**src/hdl/ppf_sqrt_pipe.sv**
```systemverilog
module ppf_sqrt_pipe #(
    parameter int ROOT_WIDTH = 32
) (
    input  logic                    clk,
    input  logic                    en,
    input  logic [2*ROOT_WIDTH-1:0] radicand,
    output logic [ROOT_WIDTH-1:0]   root
);

    localparam int REM_WIDTH = ROOT_WIDTH + 3;
    localparam int RAD_WIDTH = 2 * ROOT_WIDTH;

    logic [ROOT_WIDTH-1:0] root_reg  [ROOT_WIDTH];
    logic [ROOT_WIDTH-1:0] root_next [ROOT_WIDTH];
    logic [REM_WIDTH-1:0]  rem_reg   [ROOT_WIDTH-1];
    logic [REM_WIDTH-1:0]  rem_next  [ROOT_WIDTH-1];
    logic [RAD_WIDTH-1:0]  rad_reg   [ROOT_WIDTH-1];
    logic [RAD_WIDTH-1:0]  rad_next  [ROOT_WIDTH-1];

    always_comb
    begin
        logic [ROOT_WIDTH-1:0] prev_root;
        logic [REM_WIDTH-1:0]  prev_rem;
        logic [RAD_WIDTH-1:0]  prev_rad;
        logic [REM_WIDTH-1:0]  rem_sh;
        logic [REM_WIDTH-1:0]  trial;
        logic                  take;
        for (int j = 0; j < ROOT_WIDTH; j++)
        begin
            if (j == 0)
            begin
                prev_root = '0;
                prev_rem  = '0;
                prev_rad  = radicand;
            end
            else
            begin
                prev_root = root_reg[j-1];
                prev_rem  = rem_reg[j-1];
                prev_rad  = rad_reg[j-1];
            end
            rem_sh = {prev_rem[REM_WIDTH-3:0], prev_rad[RAD_WIDTH-1:RAD_WIDTH-2]};
            trial  = {1'b0, prev_root, 2'b01};
            take   = rem_sh >= trial;
            root_next[j] = {prev_root[ROOT_WIDTH-2:0], take};
            if (j < ROOT_WIDTH - 1)
            begin
                rem_next[j] = take ? (rem_sh - trial) : rem_sh;
                rad_next[j] = {prev_rad[RAD_WIDTH-3:0], 2'b00};
            end
        end
    end

    always_ff @(posedge clk)
    begin
        if (en)
        begin
            for (int j = 0; j < ROOT_WIDTH; j++)
            begin
                root_reg[j] <= root_next[j];
            end
            for (int j = 0; j < ROOT_WIDTH - 1; j++)
            begin
                rem_reg[j] <= rem_next[j];
                rad_reg[j] <= rad_next[j];
            end
        end
    end

    assign root = root_reg[ROOT_WIDTH-1];

endmodule

```
**config.mk**
```make
export PLATFORM = sky130hd
export DESIGN_NAME = ppf_sqrt_pipe
export DESIGN_NICKNAME = d
export VERILOG_FILES = /design/src/hdl/ppf_sqrt_pipe.sv
export SDC_FILE = /design/constraint.sdc
export NUM_CORES = 2
export LEC_CHECK = 0
export BUFFER_PORTS_ARGS = -buffer_cell sky130_fd_sc_hd__buf_4
export CAP_MARGIN = 10
export CORE_UTILIZATION = 50
export CTS_CLUSTER_DIAMETER = 150
export DETAILED_ROUTE_END_ITERATION = 10
export PLACE_DENSITY_LB_ADDON = 0.1
export SLEW_MARGIN = 20
export SYNTH_ARGS = -nofsm -noshare
export SYNTH_HDL_FRONTEND = slang
export SYNTH_SLANG_ARGS = --single-unit
```
**constraint.sdc**
```tcl
create_clock -name clk -period 5.1 [get_ports clk]
set_input_delay 1.02 -clock clk [delete_from_list [all_inputs] [get_ports clk]]
set_output_delay 1.02 -clock clk [all_outputs]
set_load 0.03 [all_outputs]
```
==> results.md <==
* GRT Total Usage at 21.10%
* Area growth syn-to-layout at 11.89%
* Worst Setup SP: root_reg[1][320]
* Outcome: complete, no violations
* Post-Syn Instances at 9054
* Syn. warnings at 0
* Startpoint types: flop
* Sequential share of the synthesized area at ~64%
* I/O pin cnt at 98
* First-pass GRT wire length at approximately 390000 um
* Hold Vio Cnt, Final at 0
* Core occupancy in the finished layout at 56.26%
* Post-CTS Resized at 0
* Setup_tns at 0 ns
* FFs w/ async S/R, synth at 0%
* Crit path DAT at 4.60 ns
* Min-delay src: radicand[48]
* Die H at 485.3 um
* Drt pass-1 iters at 6
* Maximum VDD drop at between 0.0003 and 0.0004 V
* Placed insts at 12100
* CP Cell Sequence: inv_1 -> ha_1 -> o21a_1 -> or4_1 -> nand3_1 -> a2111oi_0 -> o211ai_1 -> o211a_1 -> o211ai_1 -> buf_4 -> mux2_2
* Clock Skews at 0.05045 ns
* RR Startpoint: root_reg[1][320]
* Final nets at 9977
* Worst hold path type: in -> reg
* Crit Path Max Fanout at 49
* Final ANT Viol Nets at 0
* CTS tree: yes
* Die Wd at 485.3 um
* Largest register FFs at 992
* Synth Register Bits at 2494
* Pins Over Slew Limit at 0
* Pleak at roughly 0.05 uW
* Largest net degree at the start of global routing at 136
* Slowest cell delay on critical path at 0.70 ns
* RSZ-0062 raised after global routing: false
* Setup violators final at 0
* CP Data Required Time at ~5.7 ns
* Clk sinks at 2494
* Max-cap viol count at 0
* Initial DRC Count at 5291
* Max H-tree Level at 5
* Vias in the first global route at 68650
* Synth Flop Type: edfxtp_1
* Worst-Margin Slew at 1.075 ns
* Residual DRC count at 0
* Top cells by area, synth: edfxtp_1, ha_1, xnor2_1
* Fin cells at between 10000 and 15000
* Slowest-stage cell, CP: a2111oi_0
* Total grt overflow at 0
* Post-synth EDFFs at around 2500
* Post-Route WL at 250900 um
* Synth area leader: edfxtp_1
* # hold bufs at CTS at 0
* Port Buffers at 97
* Post-CTS setup buffers at 0
* Final Critical Period at about 4 ns
* Top cell type's share of synthesized area at 64.12%
* Achievable Freq at 250.9 MHz
* Post-layout instance area at between 0.1 and 0.15 mm^2
* PD cells at 458.9 mW/mm^2
* Synthesized cell area at 0.1168 mm^2
* FF-to-FF setup slack at 1.12 ns
* Clock root buffer: clkbuf_16
* Die area at 0.2356 mm^2
* Synth cell types at 84
* Num CTS Buffers at a little under 300
* GP Congestion at 0.8922
* Post-detailed-route wirelength per cell at 19.92 um
* Avg Cell Area, Syn at 12.90 um^2
* Power, Total at between 50000 and 60000 uW
* Critical path class: reg -> reg
* Worst skew pair latency at 0.91 ns
* Starting Density at 50.28%
* Rows at ~180
* Syn Nets at 9681
* Initial antenna violation count at 3
* Critical path endpoint category: flop
* Worst rel slew slack at 28.17%
* Register clock-pin slew on the reported worst setup and hold paths at 0.06 ns
* Drt via density at 5.568
* Vias at between 70000 and 80000
* Most common cell on crit path: o211ai_1
* Fraction of the cycle the final worst path needs at 78.14%
* Layout cell share with drive strength beyond 1 at 8.240%
* Final HPWL DP at roughly 180000 um
* CORE AREA at 0.2323 mm^2
* Clk buf depth at 4
* Area after DPL at 0.1217 mm^2
-- per-layer routing --
metal  track usage (%)  wire length, um  part of all wire [%]
met5                 0                0                     0
met4             6.089             6447                   2.6
met3             2.514             9016                   3.6
met2             36.18           124000                    49
met1             28.17           111400                    44
-- final timing paths --
path,endpoint,depth (start not counted)
setup / recovery,rem_reg[1][391],11
hold / removal,rad_reg[0][48],1
setup reg to reg,rem_reg[1][391],11
hold reg to reg,rad_reg[1][358],0
-- cells in the final DEF (no fill, tap or decap), types with 89 or more instances in the layout --
cell type     n
nor3_1      216
a21o_1      260
a21oi_1     615
ha_1        561
inv_1       699
xnor2_1     429
buf_4       164
nor2b_1      92
nand4_1      89
nor4_1      131
nand2b_1    117
xor2_1      367
mux2_2      108
edfxtp_1   2494
o21ai_0     410
nor2_1      595
nand3_1     143
o21a_1      111
nand2_1     558
clkbuf_16   297
-- kinds of logic (layout without fill, tap and decap cells) --
| family | after synthesis | after routing | share of synthesized area [%] |
|---|---|---|---|
| AO/OA/AOI/OAI | 1872 | 1872 | 10.03 |
| buffers and inverters | 884 | 1381 | 2.851 |
| multiplexers | 120 | 120 | 1.144 |
| other | 1 | 3 | 0.003210 |
| XOR/XNOR | 796 | 796 | 5.969 |
| adder cells (fa/ha/maj) | 561 | 561 | 6.009 |
| flip-flops | 2494 | 2494 | 64.12 |
| AND/OR/NAND/NOR | 2326 | 2326 | 9.874 |
-- through the flow --
step           worst slack (ns)  hold WS, ns
6_report                  1.115       0.2815
3_5_place_dp              1.181       0.4045
5_1_grt                  0.8921       0.2221
4_1_cts                   1.135       0.2078
2_1_floorplan             1.546       0.4003
3_3_place_gp              1.207       0.4003
-- where the power goes --
part	switching, uW	internal, uW
clock	7970	11700
combinational	7250	5270
sequential	1800	26000
-- critical path, delay by kind of cell (launching register included) --
kind / cells / cell delay, ns
compound gates: 5 / 1.69
mux: 1 / 0.40
simple gates: 2 / 0.29
fa+ha+maj: 1 / 0.34
buf+inv: 2 / 0.55
flops: 1 / 0.38
-- synth_stat cells (all sizes together), types with 66 or more instances --
| cell type | instances |
|---|---|
| nor4 | 134 |
| or3 | 91 |
| a21o | 260 |
| xor2 | 367 |
| mux2 | 108 |
| nand2 | 558 |
| ha | 561 |
| o21a | 111 |
| nand2b | 117 |
| a31oi | 66 |
| nor2b | 92 |
| nand4 | 89 |
| nor3 | 218 |
| or4 | 77 |
| a21oi | 618 |
| clkbuf | 158 |
| o21ai | 412 |
| edfxtp | 2494 |
| nor2 | 595 |
| inv | 700 |
| nand3 | 144 |
| xnor2 | 429 |
-- area by class of cell --
type                       count  area (um^2)
fill                       18900       101600
sequential                  2494        74890
multi-input combinational   5676        38680
clock buffer                 342         7601
tap                         3043         3807
inverter                     701         2631
timing repair buffer         187         1699
clock inverter               151         1378
antenna                        2        5.005
(Power assumes the default switching activity.)
